$ cat config.mk
export PLATFORM = sky130hd
export DESIGN_NAME = aabb_pairwise_collision
export DESIGN_NICKNAME = d
export VERILOG_FILES = /design/src/hw/rtl/aabb_pkg.sv /design/src/hw/rtl/aabb_pairwise_collision.sv /design/src/hw/rtl/aabb_box_mem.sv /design/src/hw/rtl/aabb_pair_unit.sv
export SDC_FILE = /design/constraint.sdc
export NUM_CORES = 2
export LEC_CHECK = 0
export BUFFER_PORTS_ARGS = -buffer_cell sky130_fd_sc_hd__buf_2
export CELL_PAD_IN_SITES_DETAIL_PLACEMENT = 1
export CELL_PAD_IN_SITES_GLOBAL_PLACEMENT = 1
export CORE_ASPECT_RATIO = 2
export CORE_UTILIZATION = 35
export CTS_CLUSTER_SIZE = 24
export DETAILED_ROUTE_END_ITERATION = 7
export HOLD_SLACK_MARGIN = 0.03
export PLACE_DENSITY = 0.61
export SYNTH_ARGS = -nofsm -noshare
export SYNTH_HDL_FRONTEND = slang
export SYNTH_HIERARCHICAL = 1
export SYNTH_SLANG_ARGS = --single-unit
$ cat constraint.sdc
create_clock -name aclk -period 14.75 [get_ports aclk]
set_input_delay 1.475 -clock aclk [delete_from_list [all_inputs] [get_ports aclk]]
set_output_delay 1.475 -clock aclk [all_outputs]
set_load 0.02 [all_outputs]
$ cat src/hw/rtl/aabb_pkg.sv
// Shared types, constants and helper functions for the pairwise box collision block.
`timescale 1ns / 1ps

package aabb_pkg;

    // Default store depth and fixed limits
    localparam int MAX_BOXES_DEF = 16;
    localparam int NUM_TAGS      = 16;
    localparam int MAX_RESULTS   = 15;
    localparam int RES_W         = $clog2(MAX_RESULTS + 1);

    // Stream widths (fields packed from bit 0 up, padded to whole bytes)
    localparam int S_TDATA_W = 120;
    localparam int M_TDATA_W = 80;

    // Operation codes carried on the input tuser
    localparam logic OP_CLEAR = 1'b0;
    localparam logic OP_ADD   = 1'b1;

    typedef enum logic [1:0] {
        SIDE_LEFT  = 2'd0,
        SIDE_UP    = 2'd1,
        SIDE_RIGHT = 2'd2,
        SIDE_DOWN  = 2'd3
    } side_t;

    typedef enum logic [2:0] {
        ST_IDLE,
        ST_PREP,
        ST_SCAN,
        ST_FLUSH,
        ST_FULL
    } state_t;

    // Input item; last member sits in the lowest bits
    typedef struct packed {
        logic [15:0]        ignore_mask;
        logic [3:0]         tag_id;
        logic               bind_req;
        logic signed [15:0] pos_y;
        logic signed [15:0] pos_x;
        logic [14:0]        box_h;
        logic [14:0]        box_w;
        logic signed [15:0] off_y;
        logic signed [15:0] off_x;
    } in_item_t;

    localparam int IN_ITEM_W = $bits(in_item_t);

    // One stored box
    typedef struct packed {
        logic signed [16:0] left;
        logic signed [16:0] top;
        logic [14:0]        width;
        logic [14:0]        height;
        logic [3:0]         tag;
        logic [15:0]        ign;
    } box_t;

    // Box under test with its far edges
    typedef struct packed {
        box_t               box;
        logic signed [17:0] right;
        logic signed [17:0] bottom;
    } new_box_t;

    // Result item; last member sits in the lowest bits
    typedef struct packed {
        logic               notify_new;
        logic               notify_earlier;
        logic [14:0]        inter_h;
        logic [14:0]        inter_w;
        logic signed [15:0] inter_y;
        logic signed [15:0] inter_x;
        side_t              earlier_side;
        logic [3:0]         new_index;
        logic [3:0]         earlier_index;
    } result_t;

    localparam int RESULT_W = $bits(result_t);

    // Sequencer to pair unit
    typedef struct packed {
        logic adv;
        logic issue;
    } pair_ctrl_t;

    // Pair unit to sequencer
    typedef struct packed {
        logic busy;
        logic hit;
    } pair_stat_t;

    // Clamp a 17-bit signed value into 16 bits
    function automatic logic [15:0] sat_s16(input logic [16:0] v);
        logic [15:0] r;
        if (v[16] != v[15]) begin
            r = v[16] ? 16'h8000 : 16'h7FFF;
        end else begin
            r = v[15:0];
        end
        return r;
    endfunction

    // Tag lookup in an ignore mask; tags beyond the tag range are never ignored
    function automatic logic ignores(input logic [15:0] mask, input logic [3:0] tag);
        logic r;
        r = (int'(tag) < NUM_TAGS) && mask[tag];
        return r;
    endfunction

endpackage

$ cat src/hw/rtl/aabb_pairwise_collision.sv
// Top level of the pairwise box collision block: sequencer, pending result and output register.
//
// Input channel (s_axis): tuser carries the operation (clear or add), tdata the box.
// A clear empties the store and produces no result. An add places the box at its
// offset (plus the position when bind_req is set), stores it and tests it against
// every earlier stored box in slot order. Each overlap, up to 15 per add, yields one result
// transfer on m_axis with the intersection rectangle, side and notify flags; tlast marks the
// final result of that add. An add that finds no overlap produces no transfer. An add
// into a full store produces a single transfer with tuser (table_full) set.
// Steps of an add against stored boxes: the transfer, one store write, one memory read per
// stored box, three compare stages, a check that the pipe has drained and a flush of the
// held result. An add into an empty store has no reads or compares, a refused add goes
// to the table_full transfer and a clear only empties the store. The memory read port sets
// the scan rate of one stored box per cycle while the scan is not stalled.
// s_axis_tready is high only while no add is in progress.
// When m_axis_tready is low, the scan freezes once a result has nowhere to go; no
// result is lost. Reset empties the store and drops any result in flight.
`timescale 1ns / 1ps

module aabb_pairwise_collision #(
    parameter int MAX_BOXES = aabb_pkg::MAX_BOXES_DEF
) (
    input  logic                             aclk,
    input  logic                             aresetn,
    // s_axis_tdata: off_x, off_y, box_w, box_h, pos_x, pos_y, bind_req, tag_id,
    //               ignore_mask, zero pad
    input  logic                             s_axis_tvalid,
    output logic                             s_axis_tready,
    input  logic [aabb_pkg::S_TDATA_W-1:0]   s_axis_tdata,
    // s_axis_tuser: operation
    input  logic                             s_axis_tuser,
    // m_axis_tdata: earlier_index, new_index, earlier_side, inter_x, inter_y,
    //               inter_w, inter_h, notify_earlier, notify_new, zero pad
    output logic                             m_axis_tvalid,
    input  logic                             m_axis_tready,
    output logic [aabb_pkg::M_TDATA_W-1:0]   m_axis_tdata,
    // m_axis_tuser: table_full
    output logic                             m_axis_tuser,
    output logic                             m_axis_tlast
);
    import aabb_pkg::*;

    localparam int IDX_W = $clog2(MAX_BOXES);
    localparam int CNT_W = $clog2(MAX_BOXES + 1);

    state_t           state_reg, state_next;
    logic [CNT_W-1:0] count_reg, count_next;
    logic [IDX_W-1:0] slot_reg, slot_next;
    logic [IDX_W-1:0] rd_idx_reg, rd_idx_next;
    logic [RES_W-1:0] res_cnt_reg, res_cnt_next;
    new_box_t         nbox_reg, nbox_next;

    logic             pend_valid_reg, pend_valid_next;
    result_t          pend_reg, pend_next;

    logic             m_valid_reg, m_valid_next;
    result_t          m_data_reg, m_data_next;
    logic             m_last_reg, m_last_next;
    logic             m_full_reg, m_full_next;

    in_item_t         in_item;
    logic signed [16:0] in_left, in_top;
    logic             out_free, take, stall;
    logic             mem_we;
    pair_ctrl_t       ctrl;
    pair_stat_t       stat;
    box_t             rd_box;
    result_t          pair_result;

    assign in_item = in_item_t'(s_axis_tdata[IN_ITEM_W-1:0]);

    // Place the incoming box
    always_comb begin
        in_left = {in_item.off_x[15], in_item.off_x};
        in_top  = {in_item.off_y[15], in_item.off_y};
        if (in_item.bind_req) begin
            in_left = in_left + {in_item.pos_x[15], in_item.pos_x};
            in_top  = in_top + {in_item.pos_y[15], in_item.pos_y};
        end
    end

    aabb_box_mem #(
        .MAX_BOXES(MAX_BOXES)
    ) u_mem (
        .aclk    (aclk),
        .wr_en   (mem_we),
        .wr_addr (slot_reg),
        .wr_data (nbox_reg.box),
        .rd_en   (ctrl.adv),
        .rd_addr (rd_idx_reg),
        .rd_data (rd_box)
    );

    aabb_pair_unit #(
        .MAX_BOXES(MAX_BOXES)
    ) u_pair (
        .aclk    (aclk),
        .aresetn (aresetn),
        .ctrl    (ctrl),
        .rd_idx  (rd_idx_reg),
        .rd_box  (rd_box),
        .nbox    (nbox_reg),
        .slot    (slot_reg),
        .stat    (stat),
        .result  (pair_result)
    );

    // Sequencer, pending result and output register
    always_comb begin
        state_next      = state_reg;
        count_next      = count_reg;
        slot_next       = slot_reg;
        rd_idx_next     = rd_idx_reg;
        res_cnt_next    = res_cnt_reg;
        nbox_next       = nbox_reg;
        pend_valid_next = pend_valid_reg;
        pend_next       = pend_reg;
        m_valid_next    = m_valid_reg;
        m_data_next     = m_data_reg;
        m_last_next     = m_last_reg;
        m_full_next     = m_full_reg;
        mem_we          = 1'b0;
        s_axis_tready   = (state_reg == ST_IDLE);

        out_free   = !m_valid_reg || m_axis_tready;
        if (m_axis_tready) begin
            m_valid_next = 1'b0;
        end

        // Hits beyond the result limit are dropped
        take       = stat.hit && (res_cnt_reg < RES_W'(MAX_RESULTS));
        stall      = take && pend_valid_reg && !out_free;
        ctrl.adv   = !stall;
        ctrl.issue = (state_reg == ST_SCAN) && (rd_idx_reg < slot_reg);

        // Move a new hit into the pending slot, pushing the older one out
        if (take && !stall) begin
            if (pend_valid_reg) begin
                m_valid_next = 1'b1;
                m_data_next  = pend_reg;
                m_last_next  = 1'b0;
                m_full_next  = 1'b0;
            end
            pend_valid_next = 1'b1;
            pend_next       = pair_result;
            res_cnt_next    = res_cnt_reg + 1'b1;
        end

        case (state_reg)
            ST_IDLE: begin
                if (s_axis_tvalid) begin
                    if (s_axis_tuser == OP_CLEAR) begin
                        count_next = '0;
                    end else if (count_reg == CNT_W'(MAX_BOXES)) begin
                        state_next = ST_FULL;
                    end else begin
                        nbox_next.box.left   = in_left;
                        nbox_next.box.top    = in_top;
                        nbox_next.box.width  = in_item.box_w;
                        nbox_next.box.height = in_item.box_h;
                        nbox_next.box.tag    = in_item.tag_id;
                        nbox_next.box.ign    = in_item.ignore_mask;
                        slot_next            = count_reg[IDX_W-1:0];
                        rd_idx_next          = '0;
                        res_cnt_next         = '0;
                        state_next           = ST_PREP;
                    end
                end
            end
            ST_PREP: begin
                // Store the box and form its far edges
                nbox_next.right  = {nbox_reg.box.left[16], nbox_reg.box.left}
                                   + {3'b000, nbox_reg.box.width};
                nbox_next.bottom = {nbox_reg.box.top[16], nbox_reg.box.top}
                                   + {3'b000, nbox_reg.box.height};
                mem_we           = 1'b1;
                count_next       = count_reg + 1'b1;
                state_next       = ST_SCAN;
            end
            ST_SCAN: begin
                if (ctrl.issue && ctrl.adv) begin
                    rd_idx_next = rd_idx_reg + 1'b1;
                end
                if (!ctrl.issue && !stat.busy) begin
                    state_next = ST_FLUSH;
                end
            end
            ST_FLUSH: begin
                // Release the held result as the last one
                if (!pend_valid_reg) begin
                    state_next = ST_IDLE;
                end else if (out_free) begin
                    m_valid_next    = 1'b1;
                    m_data_next     = pend_reg;
                    m_last_next     = 1'b1;
                    m_full_next     = 1'b0;
                    pend_valid_next = 1'b0;
                    state_next      = ST_IDLE;
                end
            end
            ST_FULL: begin
                if (out_free) begin
                    m_valid_next = 1'b1;
                    m_data_next  = '0;
                    m_last_next  = 1'b1;
                    m_full_next  = 1'b1;
                    state_next   = ST_IDLE;
                end
            end
            default: begin
                state_next = ST_IDLE;
            end
        endcase
    end

    // Control state
    always_ff @(posedge aclk) begin
        if (!aresetn) begin
            state_reg      <= ST_IDLE;
            count_reg      <= '0;
            rd_idx_reg     <= '0;
            res_cnt_reg    <= '0;
            pend_valid_reg <= 1'b0;
            m_valid_reg    <= 1'b0;
        end else begin
            state_reg      <= state_next;
            count_reg      <= count_next;
            rd_idx_reg     <= rd_idx_next;
            res_cnt_reg    <= res_cnt_next;
            pend_valid_reg <= pend_valid_next;
            m_valid_reg    <= m_valid_next;
        end
    end

    // Payload
    always_ff @(posedge aclk) begin
        slot_reg   <= slot_next;
        nbox_reg   <= nbox_next;
        pend_reg   <= pend_next;
        m_data_reg <= m_data_next;
        m_last_reg <= m_last_next;
        m_full_reg <= m_full_next;
    end

    assign m_axis_tvalid = m_valid_reg;
    assign m_axis_tdata  = {(M_TDATA_W - RESULT_W)'(0), m_data_reg};
    assign m_axis_tuser  = m_full_reg;
    assign m_axis_tlast  = m_last_reg;

    a_idle_no_pend: assert property (@(posedge aclk) disable iff (!aresetn)
        s_axis_tready |-> !pend_valid_reg)
        else $error("held result while taking input");

    a_count_range: assert property (@(posedge aclk) disable iff (!aresetn)
        count_reg <= CNT_W'(MAX_BOXES))
        else $error("box count past store depth");

    a_scan_bound: assert property (@(posedge aclk) disable iff (!aresetn)
        state_reg == ST_SCAN |-> rd_idx_reg <= slot_reg)
        else $error("read index past new slot");

    a_full_result: assert property (@(posedge aclk) disable iff (!aresetn)
        m_valid_reg && m_full_reg |-> m_last_reg && (m_data_reg == '0))
        else $error("table_full result not clean");

    a_res_limit: assert property (@(posedge aclk) disable iff (!aresetn)
        res_cnt_reg <= RES_W'(MAX_RESULTS))
        else $error("result count past limit");

endmodule

$ cat src/hw/rtl/aabb_box_mem.sv
// Box store: one write port, one registered read port.
`timescale 1ns / 1ps

module aabb_box_mem #(
    parameter int MAX_BOXES = aabb_pkg::MAX_BOXES_DEF
) (
    input  logic                         aclk,
    input  logic                         wr_en,
    input  logic [$clog2(MAX_BOXES)-1:0] wr_addr,
    input  aabb_pkg::box_t               wr_data,
    input  logic                         rd_en,
    input  logic [$clog2(MAX_BOXES)-1:0] rd_addr,
    output aabb_pkg::box_t               rd_data
);
    import aabb_pkg::*;

    box_t mem [MAX_BOXES];
    box_t rd_data_reg;

    // Write the new box
    always_ff @(posedge aclk) begin
        if (wr_en) begin
            mem[wr_addr] <= wr_data;
        end
    end

    // Registered read; hold data while the scan is stalled
    always_ff @(posedge aclk) begin
        if (rd_en) begin
            rd_data_reg <= mem[rd_addr];
        end
    end

    assign rd_data = rd_data_reg;

endmodule

$ cat src/hw/rtl/aabb_pair_unit.sv
// Three-stage overlap test and intersection builder for one stored box per cycle while not stalled.
`timescale 1ns / 1ps

module aabb_pair_unit #(
    parameter int MAX_BOXES = aabb_pkg::MAX_BOXES_DEF
) (
    input  logic                         aclk,
    input  logic                         aresetn,
    input  aabb_pkg::pair_ctrl_t         ctrl,
    input  logic [$clog2(MAX_BOXES)-1:0] rd_idx,
    input  aabb_pkg::box_t               rd_box,
    input  aabb_pkg::new_box_t           nbox,
    input  logic [$clog2(MAX_BOXES)-1:0] slot,
    output aabb_pkg::pair_stat_t         stat,
    output aabb_pkg::result_t            result
);
    import aabb_pkg::*;

    localparam int IDX_W = $clog2(MAX_BOXES);

    // Stage 1: memory data valid
    logic             v1_reg;
    logic [IDX_W-1:0] idx1_reg;

    // Stage 2: overlap found, near edges chosen
    logic               v2_reg;
    logic [IDX_W-1:0]   idx2_reg;
    logic signed [16:0] ix2_reg, iy2_reg;
    logic signed [17:0] er2_reg, eb2_reg;
    logic               xe2_reg, ye2_reg, ne2_reg, nn2_reg;

    // Stage 3: intersection size known
    logic               v3_reg;
    logic [IDX_W-1:0]   idx3_reg;
    logic signed [16:0] ix3_reg, iy3_reg;
    logic [14:0]        iw3_reg, ih3_reg;
    logic               xe3_reg, ye3_reg, ne3_reg, nn3_reg;

    // Stage 1 combinational
    logic signed [16:0] e_x, e_y, n_x, n_y;
    logic signed [17:0] e_x18, e_y18, n_x18, n_y18, e_right, e_bottom;
    logic               hit1, x_from_e, y_from_e;

    // Stage 2 combinational
    logic signed [17:0] min_r, min_b, w_full, h_full;

    // Stage 3 combinational
    side_t              side;

    // Compare the stored box against the new one
    always_comb begin
        e_x      = rd_box.left;
        e_y      = rd_box.top;
        n_x      = nbox.box.left;
        n_y      = nbox.box.top;
        e_x18    = {e_x[16], e_x};
        e_y18    = {e_y[16], e_y};
        n_x18    = {n_x[16], n_x};
        n_y18    = {n_y[16], n_y};
        e_right  = e_x18 + {3'b000, rd_box.width};
        e_bottom = e_y18 + {3'b000, rd_box.height};
        hit1     = v1_reg && (n_x18 < e_right) && (nbox.right > e_x18)
                   && (n_y18 < e_bottom) && (nbox.bottom > e_y18);
        x_from_e = (e_x >= n_x);
        y_from_e = (e_y >= n_y);
    end

    // Far edge and size of the intersection
    always_comb begin
        min_r  = (er2_reg < nbox.right) ? er2_reg : nbox.right;
        min_b  = (eb2_reg < nbox.bottom) ? eb2_reg : nbox.bottom;
        w_full = min_r - {ix2_reg[16], ix2_reg};
        h_full = min_b - {iy2_reg[16], iy2_reg};
    end

    // Valid bits of the stages
    always_ff @(posedge aclk) begin
        if (!aresetn) begin
            v1_reg <= 1'b0;
            v2_reg <= 1'b0;
            v3_reg <= 1'b0;
        end else if (ctrl.adv) begin
            v1_reg <= ctrl.issue;
            v2_reg <= hit1;
            v3_reg <= v2_reg;
        end
    end

    // Stage payload; freeze on stall
    always_ff @(posedge aclk) begin
        if (ctrl.adv) begin
            idx1_reg <= rd_idx;

            idx2_reg <= idx1_reg;
            ix2_reg  <= x_from_e ? e_x : n_x;
            iy2_reg  <= y_from_e ? e_y : n_y;
            er2_reg  <= e_right;
            eb2_reg  <= e_bottom;
            xe2_reg  <= x_from_e;
            ye2_reg  <= y_from_e;
            ne2_reg  <= !ignores(rd_box.ign, nbox.box.tag);
            nn2_reg  <= !ignores(nbox.box.ign, rd_box.tag);

            idx3_reg <= idx2_reg;
            ix3_reg  <= ix2_reg;
            iy3_reg  <= iy2_reg;
            iw3_reg  <= w_full[14:0];
            ih3_reg  <= h_full[14:0];
            xe3_reg  <= xe2_reg;
            ye3_reg  <= ye2_reg;
            ne3_reg  <= ne2_reg;
            nn3_reg  <= nn2_reg;
        end
    end

    // Pick the earlier box's side: narrow overlap means a left or right contact
    always_comb begin
        if (ih3_reg > iw3_reg) begin
            side = xe3_reg ? SIDE_RIGHT : SIDE_LEFT;
        end else begin
            side = ye3_reg ? SIDE_UP : SIDE_DOWN;
        end
    end

    // Assemble the result
    always_comb begin
        result.earlier_index  = 4'(idx3_reg);
        result.new_index      = 4'(slot);
        result.earlier_side   = side;
        result.inter_x        = sat_s16(ix3_reg);
        result.inter_y        = sat_s16(iy3_reg);
        result.inter_w        = iw3_reg;
        result.inter_h        = ih3_reg;
        result.notify_earlier = ne3_reg;
        result.notify_new     = nn3_reg;
    end

    assign stat.busy = v1_reg || v2_reg || v3_reg;
    assign stat.hit  = v3_reg;

    // A stage can only hold a hit if the stage before it did
    a_hit_chain: assert property (@(posedge aclk) disable iff (!aresetn)
        ctrl.adv && !v2_reg |=> !v3_reg)
        else $error("stage 3 valid without stage 2");

    a_no_issue_idle: assert property (@(posedge aclk) disable iff (!aresetn)
        ctrl.adv && !ctrl.issue |=> !v1_reg)
        else $error("stage 1 valid without a read");

    a_stall_hold: assert property (@(posedge aclk) disable iff (!aresetn)
        !ctrl.adv |=> $stable(v3_reg) && $stable(iw3_reg))
        else $error("stage 3 moved during stall");

endmodule
* Word level (Yosys, flattened, before mapping)
Memory sizes are Yosys's and may differ from the RTL's. A register that Yosys moved wholly into a read port is not among the register bits. Cells that the tools add are included.
Word-level totals: input port bits 125, logic and storage cells 192, register bits after elaboration 449, output and inout port bits 84, bits in writable memories 1344, memories 1
Memories:
- u_mem.mem | words 16, bits a word 84, rd ports 1, clocked after Yosys merged registers in 1, write ports 1, RTL line aabb_box_mem.sv:17 | box_t mem [MAX_BOXES];
Operators by class: mux-type cells 67, add/subtract/negate cells 11, order comparisons 13, reduce and logical (&&, ||, !) cells 29, bitwise operators 1, equality and inequality tests 13
Operators by type and width (count):
- two-way mux 74 bit | 5
- one-hot mux 74 bit (2 select lines) | 1
- adder 17 x 16 -> 18 bit | 4
- two-way mux 17 bit | 4
- two-way mux 16 bit | 4
- greater-than comparator 18 x 17 -> 1 bit | 2
- < comparator 17 x 18 -> 1 bit | 2
- < comparator 18 bit | 2
- two-way mux 4 bit | 9
- adder 16 x 16 -> 17 bit | 2
- greater-or-equal comparator 17 bit | 2
- two-way mux 15 bit | 2
- subtractor 15 bit | 2
- two-way mux 1 bit | 23
- two-way mux 3 bit | 6
- greater-than comparator 15 bit | 1
- one-hot mux 3 bit (5 select lines) | 1
- logical AND 1 bit | 11
- < comparator 4 x 5 -> 1 bit (second input constant) | 2
- two-way mux 5 bit | 2
- one-hot mux 5 bit (2 select lines) | 1
- adder 4 x 1 -> 4 bit (second input constant) | 2
- binary-select mux 1 bit (select 4 bit) | 2
- zero test 1 bit | 8
- 20 further kinds | 34

* Depth between registers and ports, before layout
depth in word-level cells 11, mapped depth 21, mapped depth without buffers 19

* Cells and area by module
The synthesis kept the hierarchy.
By module, submodules not included:
- aabb_box_mem | cells each 2154, seq. area each 42881.1 µm², area an instance 52893.2 µm², times used 1
- aabb_pairwise_collision | cells each 958, seq. area each 7827.5 µm², area an instance 12567.1 µm², times used 1
- aabb_pair_unit | cells each 1192, seq. area each 4684.5 µm², area an instance 12550.8 µm², times used 1

* Worst setup path before layout
Ideal clock, no wire load.
path type reg2reg, start point register state_reg[1], end point memory u_mem/mem[12][0] (netlist bit) (enable), setup slack 4.339 ns, stages on the path, launching flop included 5, buffers on the path 1, period minus slack after synthesis 10.411 ns, library setup time 0.629 ns, arrival 9.782 ns, required time 14.121 ns, path through dfxtp_1 clkbuf_1 nor3b_1 nand3_1 nor3_1
On the way: longest elaborated chain between the ends 4
Ends and longest elaborated chain:
- start: declaration | RTL line aabb_pairwise_collision.sv:46 | state_t state_reg, state_next;
- start signal: assignment | RTL line aabb_pairwise_collision.sv:226 | state_reg <= state_next;
- == test 3 x 1 -> 1 bit | RTL line aabb_pairwise_collision.sv:149 | case (state_reg)
- two-way mux 1 bit | RTL line aabb_pairwise_collision.sv:149
- net mem_we | RTL line aabb_pairwise_collision.sv:64 | logic mem_we;
- two-way mux 1 bit | RTL line aabb_box_mem.sv:22 | if (wr_en) begin
- two-way mux 1 bit (not written as such) | RTL line aabb_box_mem.sv:23 | mem[wr_addr] <= wr_data;
- end: declaration | RTL line aabb_box_mem.sv:17
The timed path passes the listed nets, and every way through them passes these cells.

* Final worst setup path
start point register nbox_reg[19] (netlist bit), end point register u_pair.iw3_reg[14], data pin
On the way: longest elaborated chain between the ends 3
Ends and longest elaborated chain:
- start: declaration | RTL line aabb_pairwise_collision.sv:51 | new_box_t nbox_reg, nbox_next;
- start signal: assignment | RTL line aabb_pairwise_collision.sv:238 | nbox_reg <= nbox_next;
- < comparator 18 bit | RTL line aabb_pair_unit.sv:70 | min_r = (er2_reg < nbox.right) ? er2_reg : nbox.right;
- two-way mux 15 bit * | RTL line aabb_pair_unit.sv:70
- subtractor 15 bit * | RTL line aabb_pair_unit.sv:72 | w_full = min_r - {ix2_reg[16], ix2_reg};
- net u_pair.w_full[14] | RTL line aabb_pair_unit.sv:45 | logic signed [17:0] min_r, min_b, w_full, h_full;
- end signal: assignment | RTL line aabb_pair_unit.sv:107 | iw3_reg <= w_full[14:0];
- end: declaration | RTL line aabb_pair_unit.sv:36 | logic [14:0] iw3_reg, ih3_reg;
Mark *: on every way through the listed nets, which the timed path passes. The rest lies on a longest branch. A chain may end at the register's enable or synchronous reset.

==> run metrics <==
sw frac 0.255; Clock Power Share 0.352; Slew headroom 0.181; Design Area, Final 88,200 um2; setup TNS 0 ns; clk sink count 1,877; Hold-fix buffers, CTS 0; Worst VDD drop 98.7 uV; root buffer cell clkbuf_16; count leader, synth edfxtp_1; Post-synth top flop edfxtp_1; Comb pwr share 0.141; first-pass GRT wire length 299,000 um; status completed; CP arrival 5.41 ns; EDFF count, synth 1,780; Seq pwr share 0.507; post-synthesis mux area share 0.112; Post-Route WL 206,000 um; Hold Vio Cnt, Final 0; fraction of layout cells with a size suffix above 1 0.210; complex-gate fraction of the synthesized area 0.0668; synth top area cells edfxtp_1, mux4_2, ha_1, dfxtp_1, a22oi_1; Synth top area share 0.685; Avg Inst Size Synth 18.1 um2; Nets 5,005; sequential cell area fraction in the yosys report 0.710; vias per inst 5.30; Wirelength per Cell 26.9 um; Final Skew 0.0634 ns; Internal 9.52 mW; xor-xnor portion of the synthesized cell area 0.0125; Crit path required time 15.31 ns; # port buffers 197; CTS tree done; num rows 244; DRT Pass-1 Iters 5; asr flop ratio synth 0; largest net degree at the start of global routing 129; leak pwr 30.2 nW; GRT Overall Usage 0.182; placed cell area 82,700 um2; Worst path top cell family by delay compound AO/OA/AOI/OAI gates; Hold WC Path Type register to register; WP buf/inv 3; starting density of the core 0.353; Post-CTS Setup Inserts 0; Die Y-Extent 670 um; power per cell area 145 nW/um2; Max Freq 206 MHz; Worst R2R Path Depth 20; Clk pin slew, worst setup/hold paths 0.07 ns; initial antenna violation count 14; Floorplan Core Area 221,000 um2; largest family of logic cells by synthesized area multiplexers; total number of vias 40,643; Worst-Skew Late Latency 0.85 ns; Synth cell types 81; CP max-delay cell o41ai_1; Placer Congestion 0.842; Yosys reg bits 1,877; most frequent cells after synthesis edfxtp_1, mux4_2, ha_1, inv_1, nand2_1; post-CTS sizing 0; Top Ports 209; critical path class register to register; TritonCTS buffer count 173; total chip power 12.8 mW; gr ovfl total 0; die area 225,000 um2; sw power 3.26 mW; hold depth 0; Yosys Warn Count 6; slowest stage delay, CP 0.54 ns; number of remaining DRC errors 0; fin crit period 4.85 ns; Finish-stage setup viols 0; vias in the first global route 43,616; max-cap violations 0; violation count after the first detailed-route iteration 2,847; Largest register FFs 1,344; Crit path depth 20; Cell Area, Synth 78,000 um2; H-tree depth 4; CP cell instances inv_1, ha_1, o21a_1, o31ai_1, a21oi_1, o311ai_0, a31oi_1, buf_4, mux2i_1, ha_1, inv_1, fa_1, a21o_1, a21boi_1, o31ai_1, o41ai_1, o21a_1, o21ai_0, xnor2_1, xnor2_1; post-synthesis adder-cell area fraction 0.0476; post-synth top area cell edfxtp_1; simple-gate portion of the synthesized area 0.0286; synth-to-layout area growth 13.1%; Critical Path Sink Type register; maximum fanout along the worst path 15; Startpoint Class register; Slew @ Worst Pin 1.20 ns; CTS max path bufs 4; post-DP HPWL 123,000 um; die width 336 um; Final ANT Viol Nets 0; max-slew violations 0; Synth Instances 4,304; RSZ-0062 raised after global routing false; final worst-path cycle share 0.329
## worst reg2reg max path: stages (launching register included)
cell and delay (ns):
edfxtp_1 0.43, inv_1 0.09, ha_1 0.22, o21a_1 0.17
o31ai_1 0.08, a21oi_1 0.15, o311ai_0 0.45, a31oi_1 0.14
buf_4 0.23, mux2i_1 0.19, ha_1 0.19, inv_1 0.06
fa_1 0.44, a21o_1 0.20, a21boi_1 0.23, o31ai_1 0.15
o41ai_1 0.54, o21a_1 0.22, o21ai_0 0.12, xnor2_1 0.19
xnor2_1 0.10
## layer usage
metal / global-route usage / part of all wire
met1: 0.222 / 0.40
met5: 0 / 0.00017
met4: 0.0583 / 0.030
met3: 0.0205 / 0.042
met2: 0.333 / 0.53
## through the flow
stage / std cells / utilization / hold slack, ns / setup WS (ns)
2_1_floorplan: 4309 / - / 0.400 / 4.34
3_3_place_gp: 7364 / 0.374 / 0.406 / 9.68
3_5_place_dp: 7364 / 0.374 / 0.406 / 9.72
4_1_cts: 7664 / 0.399 / 0.414 / 9.72
5_1_grt: 7666 / 0.399 / 0.417 / 9.49
6_report: 7675 / 0.399 / 0.420 / 9.90
## placed cells by master, fill, tap and decap left out, types with 19 or more instances in the layout
cell type and instances:
edfxtp_1 1780, mux4_2 346, ha_1 284, inv_1 232, buf_2 197, clkbuf_16 176, nand2_1 157, a21oi_1 130
a22oi_1 130, nor2_1 112, a21o_1 100, dfxtp_1 95, xnor2_1 81, a22o_1 74, o21ai_0 71, buf_4 67
mux2i_1 45, mux2_2 44, a22oi_2 40, nand4_1 34, clkbuf_1 32, nor2b_1 30, xor2_1 30, nand3_1 28
clkinv_2 28, clkinv_1 27, nand2b_1 23, nor3_1 22, o21a_1 22, o21bai_1 19
## cells by family after synthesis
| family | after synthesis |
|---|---|
| flip-flops | 1877 |
| AO/OA/AOI/OAI | 711 |
| AND/OR/NAND/NOR | 474 |
| multiplexers | 437 |
| buffers and inverters | 401 |
| adder cells (fa/ha/maj) | 292 |
| XOR/XNOR | 111 |
| other | 1 |
## layout make-up
cell class	instances	area, um2
Fill cell	21646	133000
Sequential cell	1877	55400
Multi-Input combinational cell	2031	21100
Clock buffer	211	4570
Tap cell	2952	3690
Timing Repair Buffer	271	1630
Clock inverter	89	908
Inverter	234	891
Antenna cell	10	25.0
## power by group through the flow
| stage | clock network, mW | logic, mW | registers, mW |
|---|---|---|---|
| 3_5_place_dp | 0 | 1.82 | 6.62 |
| 4_1_cts | 4.62 | 1.83 | 6.50 |
| 6_report | 4.50 | 1.80 | 6.49 |
| 5_1_grt | 4.76 | 2.00 | 6.52 |
| 3_3_place_gp | 0 | 1.78 | 6.60 |
| 2_1_floorplan | 0 | 1.33 | 6.45 |
## final timing paths
path,start,endpoint,slack [ns]
min reg2reg,u_pair/idx1_reg[2]$_DFFE_PP_,u_pair/idx2_reg[2]$_DFFE_PP_,0.42
max,nbox_reg[19]$_DFFE_PP_,u_pair/iw3_reg[14]$_DFFE_PP_,9.90
max reg2reg,nbox_reg[19]$_DFFE_PP_,u_pair/iw3_reg[14]$_DFFE_PP_,9.90
min,u_pair/idx1_reg[2]$_DFFE_PP_,u_pair/idx2_reg[2]$_DFFE_PP_,0.42
(Power assumes the default switching activity.)
